### config.mk
export PLATFORM = sky130hd
export DESIGN_NAME = hffa_regs
export DESIGN_NICKNAME = d
export VERILOG_FILES = /design/src/rtl/core/hemicube_form_factor_accumulator_macros.svh /design/src/rtl/core/hffa_pkg.sv /design/src/rtl/core/hffa_regs.sv
export SDC_FILE = /design/constraint.sdc
export NUM_CORES = 1
export LEC_CHECK = 0
export BUFFER_PORTS_ARGS = -buffer_cell sky130_fd_sc_hd__buf_4
export CORE_MARGIN = 1
export CORE_UTILIZATION = 40
export DETAILED_ROUTE_END_ITERATION = 12
export GPL_TIMING_DRIVEN = 0
export PLACE_DENSITY = 0.73
export SETUP_SLACK_MARGIN = 0.2
export SYNTH_ARGS = -nofsm -noshare
export SYNTH_HDL_FRONTEND = slang
export SYNTH_SLANG_ARGS = --single-unit
### constraint.sdc
create_clock -name clk -period 1.3 [get_ports clk]
set_input_delay 0.26 -clock clk [delete_from_list [all_inputs] [get_ports clk]]
set_output_delay 0.26 -clock clk [all_outputs]
set_load 0.01 [all_outputs]
### src/rtl/core/hemicube_form_factor_accumulator_macros.svh
// Assertion macros used by the accumulator control FSM.
`ifndef HEMICUBE_FORM_FACTOR_ACCUMULATOR_MACROS_SVH
`define HEMICUBE_FORM_FACTOR_ACCUMULATOR_MACROS_SVH

`ifndef SYNTHESIS

`define HFFA_ASSERT_IMP(lbl, clk, rstn, ante, cons) \
	lbl: assert property (@(posedge clk) disable iff (!rstn) (ante) |-> (cons)) \
	else $error("hffa assertion failed");

`define HFFA_ASSERT_NXT(lbl, clk, rstn, ante, cons) \
	lbl: assert property (@(posedge clk) disable iff (!rstn) (ante) |=> (cons)) \
	else $error("hffa assertion failed");

`else

`define HFFA_ASSERT_IMP(lbl, clk, rstn, ante, cons)

`define HFFA_ASSERT_NXT(lbl, clk, rstn, ante, cons)

`endif

`endif

### src/rtl/core/hffa_pkg.sv
`default_nettype none

package hffa_pkg;

	localparam int DEF_MAX_RES     = 128;
	localparam int DEF_MAX_PATCHES = 4096;

	localparam int RES_W     = 8;
	localparam int COLOR_W   = 24;
	localparam int PCOUNT_W  = 13;
	localparam int COORD_W   = 7;
	localparam int ENTRY_W   = 12;
	localparam int WEIGHT_W  = 32;
	localparam int SUM_W     = 36;
	localparam int STATUS_W  = 2;

	localparam int IN_DATA_W  = 88;
	localparam int IN_USER_W  = 3;
	localparam int OUT_DATA_W = 40;

	localparam int APB_ADDR_W = 4;
	localparam int APB_DATA_W = 32;

	localparam logic [RES_W-1:0] RES_RESET = 8'd128;

	localparam logic [1:0] REG_RESOLUTION  = 2'd0;
	localparam logic [1:0] REG_BACKGROUND  = 2'd1;
	localparam logic [1:0] REG_PATCH_COUNT = 2'd2;

	typedef enum logic [1:0] {
		CMD_CLEAR,
		CMD_LOAD,
		CMD_ACCUM,
		CMD_READ
	} hffa_cmd_t;

	typedef enum logic [1:0] {
		STS_DONE,
		STS_BACKGROUND,
		STS_BAD_ID,
		STS_BAD_POS
	} hffa_status_t;

	typedef enum logic [2:0] {
		S_INIT_CLR,
		S_IDLE,
		S_EXEC,
		S_CMD_CLR,
		S_FINISH
	} hffa_state_t;

	typedef struct packed {
		logic [RES_W-1:0]    resolution;
		logic [COLOR_W-1:0]  background_color;
		logic [PCOUNT_W-1:0] patch_count;
	} hffa_cfg_t;

	typedef struct packed {
		logic accept;
		logic exec;
		logic finish;
		logic clr_run;
	} hffa_ctl_t;

	typedef struct packed {
		hffa_cmd_t cmd;
		logic      clr_last;
		logic      out_free;
	} hffa_sts_t;

endpackage

`default_nettype wire

### src/rtl/core/hffa_regs.sv
`default_nettype none

module hffa_regs (
	input  logic                              clk,
	input  logic                              arst_n,
	input  logic                              psel,
	input  logic                              penable,
	input  logic                              pwrite,
	input  logic [hffa_pkg::APB_ADDR_W-1:0]   paddr,
	input  logic [hffa_pkg::APB_DATA_W-1:0]   pwdata,
	output logic [hffa_pkg::APB_DATA_W-1:0]   prdata,
	output logic                              pready,
	output hffa_pkg::hffa_cfg_t               cfg
);

	import hffa_pkg::*;

	logic      wr_en;
	hffa_cfg_t cfg_q;

	assign pready = 1'b1;
	assign wr_en  = psel && penable && pwrite;
	assign cfg    = cfg_q;

	always_ff @(posedge clk or negedge arst_n) begin
		if (!arst_n) begin
			cfg_q.resolution       <= RES_RESET;
			cfg_q.background_color <= '0;
			cfg_q.patch_count      <= '0;
		end else if (wr_en) begin
			unique case (paddr[3:2])
				REG_RESOLUTION:  cfg_q.resolution       <= pwdata[RES_W-1:0];
				REG_BACKGROUND:  cfg_q.background_color <= pwdata[COLOR_W-1:0];
				REG_PATCH_COUNT: cfg_q.patch_count      <= pwdata[PCOUNT_W-1:0];
				default: ;
			endcase
		end
	end

	always_comb begin
		unique case (paddr[3:2])
			REG_RESOLUTION:  prdata = APB_DATA_W'(cfg_q.resolution);
			REG_BACKGROUND:  prdata = APB_DATA_W'(cfg_q.background_color);
			REG_PATCH_COUNT: prdata = APB_DATA_W'(cfg_q.patch_count);
			default:         prdata = '0;
		endcase
	end

endmodule

`default_nettype wire

==> key figures, run 1 <==
GRT
  – Initial antenna violation count: 0
  – Number of global-route vias before repair: 1899
  – Gr ovfl total: 0
  – First-pass GRT wire length: 10.01 mm
  – Largest net degree at the start of global routing: 46
  – GRT Total Usage: 24.86%

Detailed routing
  – Vias per Instance: 4.697
  – Residual DRC: 0
  – 1st-iter DRT viols: roughly 80
  – WL per Instance: between 15 and 20 µm
  – Wirelength, routed: 7.188 mm
  – Antenna Nets Post-Route: 0
  – Via Count: around 1900
  – Drt first pass iters: 4

Layout
  – Final design utilization: 84.81%
  – Max FFs per register: 45
  – Synth-to-Final Area Change: 103.6%
  – Most common cell after layout, fill and taps aside: buf_6
  – Most frequent cells in the layout: buf_6, buf_4, mux2_4, dfrtp_1, and2_4
  – ANT cells: 0
  – Share of layout cells above drive strength 1: 76.88%
  – Fin nets: 373

Floorplan
  – Chip Height: 74.92 µm
  – Die Width: 74.92 µm
  – DIE AREA: about 0.0056 mm²
  – Core area: 0.005107 mm²
  – Initial Util: 41.65%
  – Row count: 26
  – Top-level port count: about 120

Clock network
  – Htree depth: 2
  – Clk slew on worst S/H paths: 90 ps
  – TritonCTS buffer count: 5
  – Clk_lat worst skew: 300 ps
  – CTS tree: done
  – # clock sinks: 45
  – Clk root buf: clkbuf_8
  – Clock tree buffer depth: 2

Synth
  – Post-Syn Instances: 155
  – Register area share after synthesis: 53.00%
  – Yosys warns: 0
  – Flops & latches, synth: 45
  – EDFF count, synth: 0
  – Unique masters post-synth: 20
  – Main flop type after synthesis: dfrtp_1
  – Syn Std Cell Area: 0.002127 mm²
  – Avg Inst Size Synth: 13.72 µm²
  – FFs w/ async S/R, synth: 100.0%

Power and ir drop
  – Static leakage: 2.210 nW
  – Fraction of power spent switching nets: 29.54%
  – Clock network power share: 16.0%
  – Power Internal: 4.024 mW
  – Pwr per Cell Area: 1318 mW/mm²
  – Sw Pwr: roughly 1.7 mW
  – Seq pwr share: 36.1%
  – Peak VDD IR: about 0.00091 V
  – Total power draw: 5.711 mW
  – Combinational group share of total power: about 48%

Worst setup path
  – Arrival time worst endpoint: 1140 ps
  – Worst r2r src: cfg[18]
  – Crit. Startpoint: cfg[15]
  – Reg2reg setup slack: 150 ps
  – Worst setup SP type: flop
  – Reg2reg end: cfg[18]
  – WP data required: 1040 ps
  – Reg2reg path depth: 4
  – CP Max Fanout: 2
  – WS Path Type: reg -> out
  – CP Capture Type: output port

Timing
  – Max-slew headroom: 61.14%
  – Final Hold Viols: 0
  – Final critical-path share of the clock period: 107.7%
  – Worst-margin pin slew: 582.9 ps
  – Final worst slack: -99.71 ps
  – RSZ-0062 raised after global routing: yes
  – Final setup viols: 29
  – Post-layout minimum cycle time: 1400 ps
  – Slew Limit Fails: 0
  – FMAX: 714.4 MHz
  – Worst Skew: 0 ps
  – Total negative slack: -1535 ps
  – Hold Slack: 188.1 ps

Status
  – Failing checks: negative setup slack
  – Status: finished, violations left

Job
  – Max Cap Viol: 0

Hold path
  – Worst hold stages: 2
  – Hold endpoint: cfg[34]
  – Hold Crit Class: in -> reg
  – Min-delay src: pwdata[21]

Placement
  – Port buffer count: 99
  – Placer Congestion: around 0.73
  – Setup WS pre-CTS: -466.3 ps
  – HPWL Detailed: 3.619 mm
-- worst max-delay path, cell delays in order (launching register included) --
cell	delay, ps
dfrtp_1	410
mux2i_1	210
o21ai_2	80
buf_4	140
-- power groups by stage --
stage               Sequential [mW]  Clock (mW)  Combinational, mW
finish                         2.06       0.912               2.74
detailed placement             2.03           0               1.72
floorplan                      2.14           0              0.730
global placement               2.03           0               1.69
CTS                            2.03       0.912               2.41
global route                   2.10       0.991               2.90
-- logic make-up after synthesis --
group / Yosys count / share of synthesized area, %
mux: 53 / 29.35
flops: 45 / 53.00
simple gates: 25 / 7.177
buf+inv: 17 / 6.177
compound gates: 13 / 3.941
other cells: 2 / 0.3531
-- what timing repair did --
| action | in CTS | in global routing |
|---|---|---|
| buffers inserted | 37 | 20 |
| endpoints found under the hold margin | 44 | 0 |
| pin swaps | 10 | 5 |
| cloned | 5 | 1 |
| resized for setup | 109 | 19 |
| hold buffers | 1 | 0 |
| endpoints found under the setup margin | 107 | 114 |
-- cell type report --
type / count / area (µm²)
Buffer: 17 / 205.2
Tap cell: 70 / 87.58
Timing Repair Buffer: 163 / 1700
Clock buffer: 8 / 90.09
Fill cell: 250 / 775.7
Sequential cell: 45 / 1127
Multi-Input combinational cell: 100 / 1121
-- worst max-delay path by stage --
stage	end	depth (start not counted)
finish	prdata[2]	3
global route	prdata[7]	3
CTS	prdata[7]	3
detailed placement	cfg[43]	4
global placement	cfg[38]	4
floorplan	cfg[10]	5
-- per-layer routing --
metal  global-route usage (%)  wire (µm)
met3                    6.693        487
met2                    39.94       3599
met5                        0          0
met4                    7.338         78
met1                    33.10       3022
-- cell usage after synthesis, types with 2 or more instances --
cell type / instances / area (µm²)
nor2b_1: 2 / 12.51
and2_1: 11 / 68.82
mux2_4: 10 / 150.1
a22o_1: 5 / 43.79
mux2i_1: 8 / 80.08
clkbuf_1: 2 / 7.510
dfrtp_1: 44 / 1101
mux2_2: 35 / 394.1
o21ai_0: 8 / 40.04
buf_2: 2 / 10.01
nand2_1: 8 / 30.03
buf_4: 11 / 82.58
conb_1: 2 / 7.510
-- through the flow --
stage	area, µm²	instances
after floorplan	2379	162
after global placement	3209	331
after detailed placement	3209	331
after CTS	4091	382
after global routing	4332	403
final	4332	403
(Power assumes the default switching activity.)
==> inputs of run 2 (changes only) <==
- CORE_UTILIZATION: 40 -> 44
- PLACE_DENSITY: 0.73 -> 0.77
- SKIP_LAST_GASP: default -> 1
- clock period: 1.3 -> 1.4 ns (I/O delays scaled with it)
==> key figures, run 2 (synthesis gave the netlist of run 1 again) <==
Status
  – Status: finished, violations left
  – Failing checks: negative setup slack

Layout
  – ANT cells: 0 (unchanged)
  – Max FFs per register: 45 (unchanged)
  – Synth-to-Final Area Change: 71.47%
  – Share of layout cells above drive strength 1: 73.83% (-3.1 points)
  – Most common cell after layout, fill and taps aside: buf_4
  – Multi-input logic area: 0.001017 mm² (-9.3%)
  – Post-route cell area: 0.003647 mm² (-16%)
  – Fillers: 254 (+1.6%)
  – Most frequent cells in the layout: buf_4, dfrtp_1, buf_6, mux2_2, mux2_4
  – FF+latch area: 0.001127 mm² (unchanged)
  – Non-Filler Instances: 350 (-13%)
  – Fin nets: 338 (-9.4%)

Floorplan
  – Row count: 24 (-7.7%)
  – Die Width: 71.53 µm (-4.5%)
  – Core area: 0.004504 mm² (-12%)
  – DIE AREA: 0.005117 mm² (-8.8%)
  – Top-level port count: 119 (unchanged)
  – Initial Util: 47.22% (+5.6 points)
  – Chip Height: 71.53 µm (-4.5%)

Placement
  – Dpl cell area: 0.003035 mm² (-5.4%)
  – Port buffer count: 99 (unchanged)
  – Placer Congestion: 0.6832 (-5.9%)
  – HPWL Detailed: 3.520 mm (-2.7%)
  – Cell count after placement: 313 (-5.4%)

Hold path
  – Hold Crit Class: in -> reg
  – Hold endpoint: cfg[33]
  – Min-delay src: pwdata[20]
  – Worst hold stages: 2 (unchanged)

Worst setup path
  – Reg2reg end: cfg[44]
  – Worst r2r src: cfg[44]
  – CP Max Fanout: 2 (unchanged)
  – Cell Chain, Critical Path: mux2i_1 -> o21ai_1 -> buf_4
  – Arrival time worst endpoint: 1150 ps (about the same)
  – Worst setup SP type: flop
  – Reg2reg path depth: 3 (-1)
  – CP Capture Type: output port
  – Reg2reg setup slack: 460 ps (+310 ps)
  – WS Path Type: reg -> out
  – Largest stage delay, worst path: 550 ps (+140 ps)
  – Critical-path top delay cell: dfstp_2
  – WP data required: 1120 ps (+80 ps)

Power and ir drop
  – Pwr per Cell Area: 1225 mW/mm² (-7.1%)
  – Static leakage: 1.876 nW (-15%)
  – Total power draw: 4.468 mW (-22%)
  – Peak VDD IR: 0.0008892 V (-2.1%)

Clock network
  – Clk root buf: clkbuf_8
  – Clock tree buffer depth: 2 (unchanged)
  – Clk slew on worst S/H paths: 90 ps (about the same)
  – # clock sinks: 45 (unchanged)
  – CTS tree: done
  – Clk_lat worst skew: 290 ps (about the same)
  – TritonCTS buffer count: 5 (unchanged)
  – Htree depth: 2 (unchanged)

Timing
  – Total negative slack: -26.83 ps (+1508 ps)
  – Final setup viols: 1 (-97%)
  – Worst Skew: 0 ps (unchanged)
  – Worst-margin pin slew: 560.8 ps (-22.05 ps)
  – Post-layout minimum cycle time: 1427 ps
  – RSZ-0062 raised after global routing: yes
  – Final worst slack: -26.83 ps (+72.88 ps)
  – Hold Slack: 219.9 ps (+31.88 ps)
  – Final critical-path share of the clock period: 101.9%
  – Final Hold Viols: 0 (unchanged)
  – FMAX: 700.9 MHz
  – Max-slew headroom: 62.61% (+1.5 points)
  – Slew Limit Fails: 0 (unchanged)

Detailed routing
  – Residual DRC: 0 (unchanged)
  – 1st-iter DRT viols: 87 (+6.1%)
  – WL per Instance: 17.18 µm (-3.7%)
  – Drt first pass iters: 4 (unchanged)
  – Wirelength, routed: 6.012 mm (-16%)
  – Via Count: 1706 (-9.9%)
  – Vias per Instance: 4.874 (+3.8%)
  – Antenna Nets Post-Route: 0 (unchanged)

GRT
  – First-pass GRT wire length: 8.424 mm (-16%)
  – Number of global-route vias before repair: 1612 (-15%)
  – Gr ovfl total: 0 (unchanged)
  – GRT Total Usage: 21.62% (-3.2 points)
  – Initial antenna violation count: 0 (unchanged)
  – Largest net degree at the start of global routing: 46 (unchanged)

Job
  – Max Cap Viol: 0 (unchanged)
## run 2: layout make-up
| type | count | area share, % |
|---|---|---|
| Clock inverter | 1 | 0.1372 |
| Buffer | 17 | 5.283 |
| Sequential cell | 45 | 30.91 |
| Clock buffer | 7 | 2.642 |
| Multi-Input combinational cell | 100 | 27.89 |
| Timing Repair Buffer | 128 | 31.36 |
| Tap cell | 52 | 1.784 |
## run 2: critical path: cells and delay by family (launching register included)
family | cells | cell delay (ps)
buf+inv | 1 | 130
flops | 1 | 550
compound gates | 1 | 120
mux | 1 | 60
## run 2: worst max path at each step
stage | startpoint | end | slack [ps]
floorplan | pwrite | cfg[10] | 10
global placement | paddr[2] | cfg[38] | -360
detailed placement | paddr[2] | cfg[42] | -390
CTS | cfg[44] | prdata[7] | -30
global route | cfg[44] | prdata[7] | -90
finish | cfg[44] | prdata[7] | -30
## run 2: repair_timing
| action | CTS | global route |
|---|---|---|
| hold buffers | 1 | 0 |
| buffers inserted | 12 | 11 |
| setup endpoints to repair | 63 | 65 |
| gates cloned | 3 | 2 |
| endpoints found under the hold margin | 34 | 0 |
| pin swaps | 15 | 5 |
| resized for setup | 37 | 45 |
## run 2: where the power goes
group          leakage, nW  total (mW)  internal (mW)  switching, mW
Clock               0.0542       0.885          0.447          0.438
Sequential           0.550        1.88           1.61          0.272
Combinational         1.27        1.70           1.08          0.625
Total                 1.88        4.47           3.13           1.33
## run 2: metal layers
metal / up-vias / wire length [µm] / global-route usage (%)
met2: 90 / 2820 / 36.30
met5: - / 0 / 0
li1: 804 / - / -
met4: 0 / 36 / 3.922
met1: 806 / 2769 / 29.40
met3: 6 / 385 / 4.782
## run 2: per-stage QoR
stage	utilization (%)	worst slack [ps]
floorplan	-	11.71
global route	80.97	-90.03
finish	80.97	-26.83
global placement	67.39	-362.4
detailed placement	67.39	-389.9
CTS	76.25	-32.62
