**config.mk**
```make
export PLATFORM = sky130hd
export DESIGN_NAME = hffa_ctrl
export DESIGN_NICKNAME = d
export VERILOG_FILES = /design/src/rtl/core/hffa_pkg.sv /design/src/rtl/core/hffa_ctrl.sv
export VERILOG_INCLUDE_DIRS = /design/src /design/src/rtl/core
export SDC_FILE = /design/constraint.sdc
export NUM_CORES = 1
export LEC_CHECK = 0
export BUFFER_PORTS_ARGS = -buffer_cell sky130_fd_sc_hd__buf_2
export CAP_MARGIN = 20
export CORE_AREA = 2 2 39 41
export CTS_BUF_LIST = sky130_fd_sc_hd__clkbuf_16
export CTS_CLUSTER_SIZE = 12
export DETAILED_ROUTE_END_ITERATION = 12
export DIE_AREA = 0 0 41 43
export GPL_TIMING_DRIVEN = 0
export SETUP_SLACK_MARGIN = 0.15
export SYNTH_ARGS = -nofsm -noshare
export SYNTH_HDL_FRONTEND = slang
export SYNTH_SLANG_ARGS = --single-unit
export TNS_END_PERCENT = 20
```
**constraint.sdc**
```tcl
create_clock -name clk -period 1.4 [get_ports clk]
set_input_delay 0.07 -clock clk [delete_from_list [all_inputs] [get_ports clk]]
set_output_delay 0.07 -clock clk [all_outputs]
set_load 0.02 [all_outputs]
```
**src/rtl/core/hemicube_form_factor_accumulator_macros.svh**
```systemverilog
// Assertion macros used by the accumulator control FSM.
`ifndef HEMICUBE_FORM_FACTOR_ACCUMULATOR_MACROS_SVH
`define HEMICUBE_FORM_FACTOR_ACCUMULATOR_MACROS_SVH

`ifndef SYNTHESIS

`define HFFA_ASSERT_IMP(lbl, clk, rstn, ante, cons) \
	lbl: assert property (@(posedge clk) disable iff (!rstn) (ante) |-> (cons)) \
	else $error("hffa assertion failed");

`define HFFA_ASSERT_NXT(lbl, clk, rstn, ante, cons) \
	lbl: assert property (@(posedge clk) disable iff (!rstn) (ante) |=> (cons)) \
	else $error("hffa assertion failed");

`else

`define HFFA_ASSERT_IMP(lbl, clk, rstn, ante, cons)

`define HFFA_ASSERT_NXT(lbl, clk, rstn, ante, cons)

`endif

`endif

```
**src/rtl/core/hffa_pkg.sv**
```systemverilog
`default_nettype none

package hffa_pkg;

	localparam int DEF_MAX_RES     = 128;
	localparam int DEF_MAX_PATCHES = 4096;

	localparam int RES_W     = 8;
	localparam int COLOR_W   = 24;
	localparam int PCOUNT_W  = 13;
	localparam int COORD_W   = 7;
	localparam int ENTRY_W   = 12;
	localparam int WEIGHT_W  = 32;
	localparam int SUM_W     = 36;
	localparam int STATUS_W  = 2;

	localparam int IN_DATA_W  = 88;
	localparam int IN_USER_W  = 3;
	localparam int OUT_DATA_W = 40;

	localparam int APB_ADDR_W = 4;
	localparam int APB_DATA_W = 32;

	localparam logic [RES_W-1:0] RES_RESET = 8'd128;

	localparam logic [1:0] REG_RESOLUTION  = 2'd0;
	localparam logic [1:0] REG_BACKGROUND  = 2'd1;
	localparam logic [1:0] REG_PATCH_COUNT = 2'd2;

	typedef enum logic [1:0] {
		CMD_CLEAR,
		CMD_LOAD,
		CMD_ACCUM,
		CMD_READ
	} hffa_cmd_t;

	typedef enum logic [1:0] {
		STS_DONE,
		STS_BACKGROUND,
		STS_BAD_ID,
		STS_BAD_POS
	} hffa_status_t;

	typedef enum logic [2:0] {
		S_INIT_CLR,
		S_IDLE,
		S_EXEC,
		S_CMD_CLR,
		S_FINISH
	} hffa_state_t;

	typedef struct packed {
		logic [RES_W-1:0]    resolution;
		logic [COLOR_W-1:0]  background_color;
		logic [PCOUNT_W-1:0] patch_count;
	} hffa_cfg_t;

	typedef struct packed {
		logic accept;
		logic exec;
		logic finish;
		logic clr_run;
	} hffa_ctl_t;

	typedef struct packed {
		hffa_cmd_t cmd;
		logic      clr_last;
		logic      out_free;
	} hffa_sts_t;

endpackage

`default_nettype wire

```
**src/rtl/core/hffa_ctrl.sv**
```systemverilog
`default_nettype none
`include "hemicube_form_factor_accumulator_macros.svh"

module hffa_ctrl (
	input  logic                 clk,
	input  logic                 arst_n,
	input  logic                 s_tvalid,
	output logic                 s_tready,
	output hffa_pkg::hffa_ctl_t  ctl,
	input  hffa_pkg::hffa_sts_t  sts
);

	import hffa_pkg::*;

	hffa_state_t state_q;
	hffa_state_t state_d;

	always_ff @(posedge clk or negedge arst_n) begin
		if (!arst_n) begin
			state_q <= S_INIT_CLR;
		end else begin
			state_q <= state_d;
		end
	end

	always_comb begin
		state_d  = state_q;
		ctl      = '0;
		s_tready = 1'b0;
		unique case (state_q)
			S_INIT_CLR: begin
				ctl.clr_run = 1'b1;
				if (sts.clr_last) begin
					state_d = S_IDLE;
				end
			end
			S_IDLE: begin
				s_tready = 1'b1;
				if (s_tvalid) begin
					ctl.accept = 1'b1;
					state_d    = S_EXEC;
				end
			end
			S_EXEC: begin
				ctl.exec = 1'b1;
				state_d  = (sts.cmd == CMD_CLEAR) ? S_CMD_CLR : S_FINISH;
			end
			S_CMD_CLR: begin
				ctl.clr_run = 1'b1;
				if (sts.clr_last) begin
					state_d = S_FINISH;
				end
			end
			S_FINISH: begin
				if (sts.out_free) begin
					ctl.finish = 1'b1;
					state_d    = S_IDLE;
				end
			end
			default: state_d = S_IDLE;
		endcase
	end

	`HFFA_ASSERT_NXT(a_accept_to_exec, clk, arst_n, ctl.accept, state_q == S_EXEC)
	`HFFA_ASSERT_NXT(a_exec_next, clk, arst_n, state_q == S_EXEC, state_q == S_FINISH || state_q == S_CMD_CLR)
	`HFFA_ASSERT_IMP(a_one_command, clk, arst_n, 1'b1, $onehot0(ctl))
	`HFFA_ASSERT_NXT(a_finish_to_idle, clk, arst_n, ctl.finish, state_q == S_IDLE)

endmodule

`default_nettype wire

```
==> impl_results.md, run 1 <==
* Status: finished with violations
* Failing checks: setup timing
* Total GRT Usage at 10.5%
* CTS sink cnt at 3
* Reported net switching power at 479 uW
* Clock root buffer: clkbuf_16
* Synthesized cell area at 236 um^2
* CTS Buffer Depth at 2
* Antenna diodes at 0
* Clock Skew at 1.84 ps
* DR vias/cell at 4.35
* Most frequent cells after synthesis: dfrtp_1 (3), nor2_1 (3), nor3_1 (3), a21oi_1 (2), o31ai_1 (2)
* Die area at 1760 um^2
* Crit. End Element: register
* Asr flop ratio synth at 100%
* Wirelength, routed at 735 um
* Routed len/inst at 11.3 um
* Starting Density at 17.1%
* Non-filler cells, final at 65
* DP Wirelength at 405 um
* Pwr dens at 2700 nW/um^2
* Die Ht at 43 um
* Number of cells produced by synthesis at 26
* CTS tree: yes
* Required @ worst endpoint at 1540 ps
* Pin count of the biggest net entering global routing at 7
* Post-synth top area cell: dfrtp_1
* Residual DRC at 0
* VDD IR-drop max at 0.796 mV
* RSZ-0062 raised after global routing: yes
* Clock-pin transition on the worst setup and hold timing paths at 30 ps
* Synth warn at 0
* Fin Setup TNS at -13.1 ps
* Arrival @ worst endpoint at 1550 ps
* Met1 WL at 346 um
* Register bit total from synthesis at 3
* Sw Ratio at 34.9%
* Final Hold Viols at 0
* Syn-to-layout area delta at 115%
* Combinational Power Share at 55.0%
* Number of nets with antenna violations after routing at 0
* Fraction of layout cells with a size suffix above 1 at 63.3%
* Setup ws final at -13.1 ps
* Clock power frac at 32.6%
* Total CTS buffers at 3
* Syn_area_per_cell at 9.10 um^2
* Syn Nets at 33
* Io pins at 12
* GRT overflow at 0
* Iter 0 DRT Violations at 0
* Area contributors post-synth: dfrtp_1 (32%), nor3_1 (6.3%), o31ai_1 (6.3%), and4bb_2 (5.3%), buf_6 (4.8%)
* Vias in the first global route at 307
* Post-synth EDFFs at 0
* Yosys cell types at 18
* HP Class: in -> async
* Placed Cells at 53
* TritonRoute pass-1 iters at 1
* H-tree level count at 1
* Number of antenna violations at the first check in global routing at 0
* Clk_lat worst skew at 220 ps
* Synth Flop Type: dfrtp_1
* Final Wtd Congestion at 0.704
* Overall via count from detail_route at 283
* Startpoint class of the critical path: register
* Crit-path max FO at 6
* Num rows at 14
* Rel. slew slack at 82.3%
* Biggest register: state_q
* First-pass GRT wire length at 1180 um
* Fmax at 0.708 GHz
* Period utilization at 101%
* Nets at 57
* Top-area cell type share of the netlist area at 31.7%
* Die Width at 41 um
* Final critical-path required period at 1410 ps
* Met2 WL at 343 um
* Slew @ Worst Pin at 265 ps
* Port Buffers at 11
* Flop pwr share at 12.5%
* Met3 wire length at 35 um
* Slew Viols, Final at 0
* Core area at 1380 um^2
* Static leakage at 0.242 nW
* Highest layer used for signal routing: met4
* Sequential share of the synthesized area at 31.7%
* Regs by FF count: state_q x3
* Fill count at 149
* Count of final setup violators at 1
* Total of max-cap violations at 0
* Max reg flops at 3
* Int Pwr at 896 uW
* Setup CP Type: reg -> reg
area by class of cell:
class,count,area [um^2],share of cell area [%]
sequential,3,77.6,15.2
clock buffer,3,75.1,14.7
tap,16,20.0,3.93
inverter,1,3.75,0.737
timing repair buffer,19,129,25.3
clock inverter,1,3.75,0.737
multi-input combinational,21,189,37.1
buffer,1,11.3,2.21
stage by stage:
step	power, mW	instance area [um^2]	worst slack, ps	hold WS (ps)	util, %
after floorplan	0.558	253	31.7	-226	-
after global placement	0.679	328	-56.8	-133	23.7
after detailed placement	0.681	328	-46.7	-132	23.7
after CTS	1.32	494	-14.9	170	35.7
after global routing	1.45	509	-79.5	194	36.8
final	1.38	509	-13.1	170	36.8
timing repair:
item,4_1_cts,5_1_grt
buffers inserted,7,0
hold buffers,1,0
hold endpoints to repair,3,0
gates cloned,0,0
endpoints found under the setup margin,4,8
resized for setup,7,5
pin swaps,5,4
layer usage:
metal,track usage (%),up-vias
li1,-,145
met1,12.3,126
met2,15.0,10
met3,1.57,2
met4,10.0,0
met5,0,-
final timing paths:
path                            start    endpoint  depth (start not counted)  slack [ps]
max reg2reg                state_q[0]  state_q[0]                          4         -10
min in group clk               sts[1]  state_q[2]                          3         180
min                            arst_n  state_q[1]                          2         170
max in group asynchronous      arst_n  state_q[2]                          2        1110
min reg2reg                state_q[2]  state_q[1]                          2         650
max                        state_q[0]  state_q[0]                          4         -10
kinds of logic after synthesis:
kind of cell           Yosys count  synth area share (%)
muxes                            2                  8.99
buffers and inverters            2                  6.35
DFF                              3                  31.7
and+or+nand+nor                 13                  36.5
AOI/OAI and AO/OA                6                  16.4
critical path, cell delays in order (launching register included):
cell and delay (ps):
dfrtp_1 360, buf_6 130, or4b_4 500, o311ai_4 110, mux2i_1 220
power by group through the flow:
stage                     Clock [mW]  Sequential (mW)  Combinational, mW
after detailed placement           0            0.197              0.484
after CTS                      0.451            0.168              0.702
final                          0.448            0.171              0.756
after global routing           0.460            0.177              0.816
after floorplan                    0            0.181              0.377
after global placement             0            0.197              0.482
placed cells by master (no fill, tap or decap), drive strengths merged:
cell / instances
nand2b: 1
and2b: 1
inv: 2
o311ai: 1
nor2: 3
nor2b: 1
and2: 1
or4b: 1
o21ai: 1
buf: 19
nor3: 3
or4bb: 1
clkbuf: 3
mux2i: 1
dfrtp: 3
and4bb: 1
dlygate4sd3: 1
a21oi: 2
mux2: 1
o31ai: 2
(Power assumes the default switching activity.)
==> run 2: changes to the inputs <==
--- a/config.mk
+++ b/config.mk
@@ -6,6 +6,7 @@
 export SDC_FILE = /design/constraint.sdc
 export NUM_CORES = 1
 export LEC_CHECK = 0
+export ABC_CLOCK_PERIOD_IN_PS = 1700
 export BUFFER_PORTS_ARGS = -buffer_cell sky130_fd_sc_hd__buf_2
 export CAP_MARGIN = 20
 export CORE_AREA = 2 2 39 41
==> constraint.sdc (replaced) <==
create_clock -name clk -period 1.7 [get_ports clk]
set_input_delay 0.085 -clock clk [delete_from_list [all_inputs] [get_ports clk]]
set_output_delay 0.085 -clock clk [all_outputs]
set_load 0.02 [all_outputs]
==> impl_results.md, run 2 (synthesis results as in run 1) <==
* Starting Density at 17.1% (unchanged)
* Port Buffers at 11 (unchanged)
* First-pass GRT wire length at 986 um (-16%)
* Wirelength, routed at 593 um (-19%)
* Fraction of layout cells with a size suffix above 1 at 47.6% (-16 points)
* Clock-pin transition on the worst setup and hold timing paths at 30 ps (about the same)
* Num rows at 14 (unchanged)
* Max reg flops at 3 (unchanged)
* Overall via count from detail_route at 249 (-12%)
* Iter 0 DRT Violations at 3 (+3)
* Most Crowded Layer GR: met1
* Final core occ at 29.9% (-6.9 points)
* Arrival @ worst endpoint at 1590 ps (+40 ps)
* Status: completed
* Antenna diodes at 0 (unchanged)
* Non-filler cells, final at 58 (-11%)
* Regs by FF count: state_q x3
* Slew Viols, Final at 0 (unchanged)
* Placed Cells at 53 (unchanged)
* Routed len/inst at 10.2 um (-9.6%)
* Fmax at 0.689 GHz (-2.6%)
* Setup ws final at 250 ps (+263 ps)
* Total CTS buffers at 3 (unchanged)
* Sw Ratio at 35.2% (+0.35 points)
* Nets at 50 (-12%)
* Clk_lat worst skew at 220 ps (about the same)
* Fill count at 146 (-2.0%)
* GRT overflow at 0 (unchanged)
* HP Class: in -> reg
* Static leakage at 0.196 nW (-19%)
* CTS sink cnt at 3 (unchanged)
* Io pins at 12 (unchanged)
* DR vias/cell at 4.29 (-1.4%)
* RSZ-0062 raised after global routing: no
* Crit. End Element: register
* TritonRoute pass-1 iters at 3 (+2)
* Count of final setup violators at 0 (-1)
* Number of nets with antenna violations after routing at 0 (unchanged)
* Final Hold Viols at 0 (unchanged)
* Biggest register: state_q
* Setup CP Type: reg -> reg
* Register area at 77.6 um^2 (unchanged)
* Post-CTS setup buffers at 0 (-7)
* Commonest non-fill, non-tap cell in the layout: buf_2
* GR Util met1 at 11.2% (-1.0 points)
* Core area at 1380 um^2 (unchanged)
* Pin count of the biggest net entering global routing at 10 (+3)
* H-tree level count at 1 (unchanged)
* Pwr dens at 2230 nW/um^2 (-17%)
* Reported net switching power at 325 uW (-32%)
* CTS tree: yes
* Pre-CTS WS at 229 ps (+276 ps)
* Flop pwr share at 17.6% (+5.1 points)
* CTS Buffer Depth at 2 (unchanged)
* Vias in the first global route at 256 (-17%)
* Final Wtd Congestion at 0.738 (+4.9%)
* Syn-to-layout area delta at 75.1%
* Final critical-path required period at 1450 ps (+37.3 ps)
* Multi-input logic area at 158 um^2 (-17%)
* Die area at 1760 um^2 (unchanged)
* Clock power frac at 39.5% (+6.9 points)
* Crit-path max FO at 9 (+3)
* Clock Skew at 1.63 ps (-0.203 ps)
* Clock root buffer: clkbuf_16
* Total GRT Usage at 8.83% (-1.6 points)
* Die Ht at 43 um (unchanged)
* Commonest non-fill, non-tap cells in the layout: buf_2 (11), nor2_1 (3), nor3_1 (3), clkbuf_16 (3)
* Fin Setup TNS at 0 ps (+13.1 ps)
* Total of max-cap violations at 0 (unchanged)
* Residual DRC at 0 (unchanged)
* Met2 Use GR at 10.9% (-4.1 points)
* Int Pwr at 599 uW (-33%)
* Startpoint class of the critical path: register
* Combinational Power Share at 42.9% (-12 points)
* Required @ worst endpoint at 1840 ps (+300 ps)
* Die Width at 41 um (unchanged)
* Slew @ Worst Pin at 302 ps (+37.9 ps)
* Rel. slew slack at 79.8% (-2.5 points)
* Period utilization at 85.3% (-16 points)
* Grt met3 use at 1.57% (unchanged)
* DP Wirelength at 399 um (-1.5%)
* VDD IR-drop max at 0.527 mV (-34%)
* Number of antenna violations at the first check in global routing at 0 (unchanged)
[run 2: power by group through the flow]
| stage | Sequential (mW) | Combinational [mW] | Clock, mW |
|---|---|---|---|
| finish | 0.163 | 0.397 | 0.365 |
| CTS | 0.153 | 0.382 | 0.370 |
| global route | 0.174 | 0.440 | 0.377 |
| global placement | 0.155 | 0.376 | 0 |
| detailed placement | 0.155 | 0.378 | 0 |
| floorplan | 0.141 | 0.290 | 0 |
[run 2: layout make-up]
type,instances,area share (%)
multi-input cells,21,38.1
flip-flops and latches,3,18.7
clock buffers,3,18.1
repair buffers,12,15.7
well taps,16,4.83
plain buffers,1,2.72
clock inverters,1,0.906
inverters,1,0.906
[run 2: worst max-delay path: stages, from the launching register on]
cell      delay [ps]
dfrtp_2          450
or4bb_1          560
o311ai_2         130
mux2i_1          230
[run 2: timing repair]
item / CTS / global route
endpoints found under the setup margin: 0 / 1
gates resized for setup: 0 / 4
hold buffers: 1 / 0
endpoints found under the hold margin: 3 / 0
[run 2: metal layers]
layer,up-vias,share of wire (%)
met3,0,7.8
met1,110,49
met5,-,0
met4,0,0
li1,130,-
met2,9,43
[run 2: metrics by stage]
| stage | hold slack (ps) | total power [mW] | instance area [um^2] |
|---|---|---|---|
| floorplan | -211 | 0.432 | 236 |
| detailed placement | -117 | 0.533 | 312 |
| global route | 195 | 0.991 | 414 |
| global placement | -119 | 0.531 | 312 |
| CTS | 185 | 0.905 | 400 |
| finish | 174 | 0.924 | 414 |
[run 2: final timing paths]
kind | from | end | cells past startpoint | slack [ps]
min in group asynchronous | arst_n | state_q[1] | 2 | 190
min | sts[0] | state_q[2] | 3 | 170
max | state_q[2] | state_q[0] | 3 | 250
max reg2reg | state_q[2] | state_q[0] | 3 | 250
min reg2reg | state_q[2] | state_q[1] | 1 | 560
max in group asynchronous | arst_n | state_q[2] | 2 | 1400
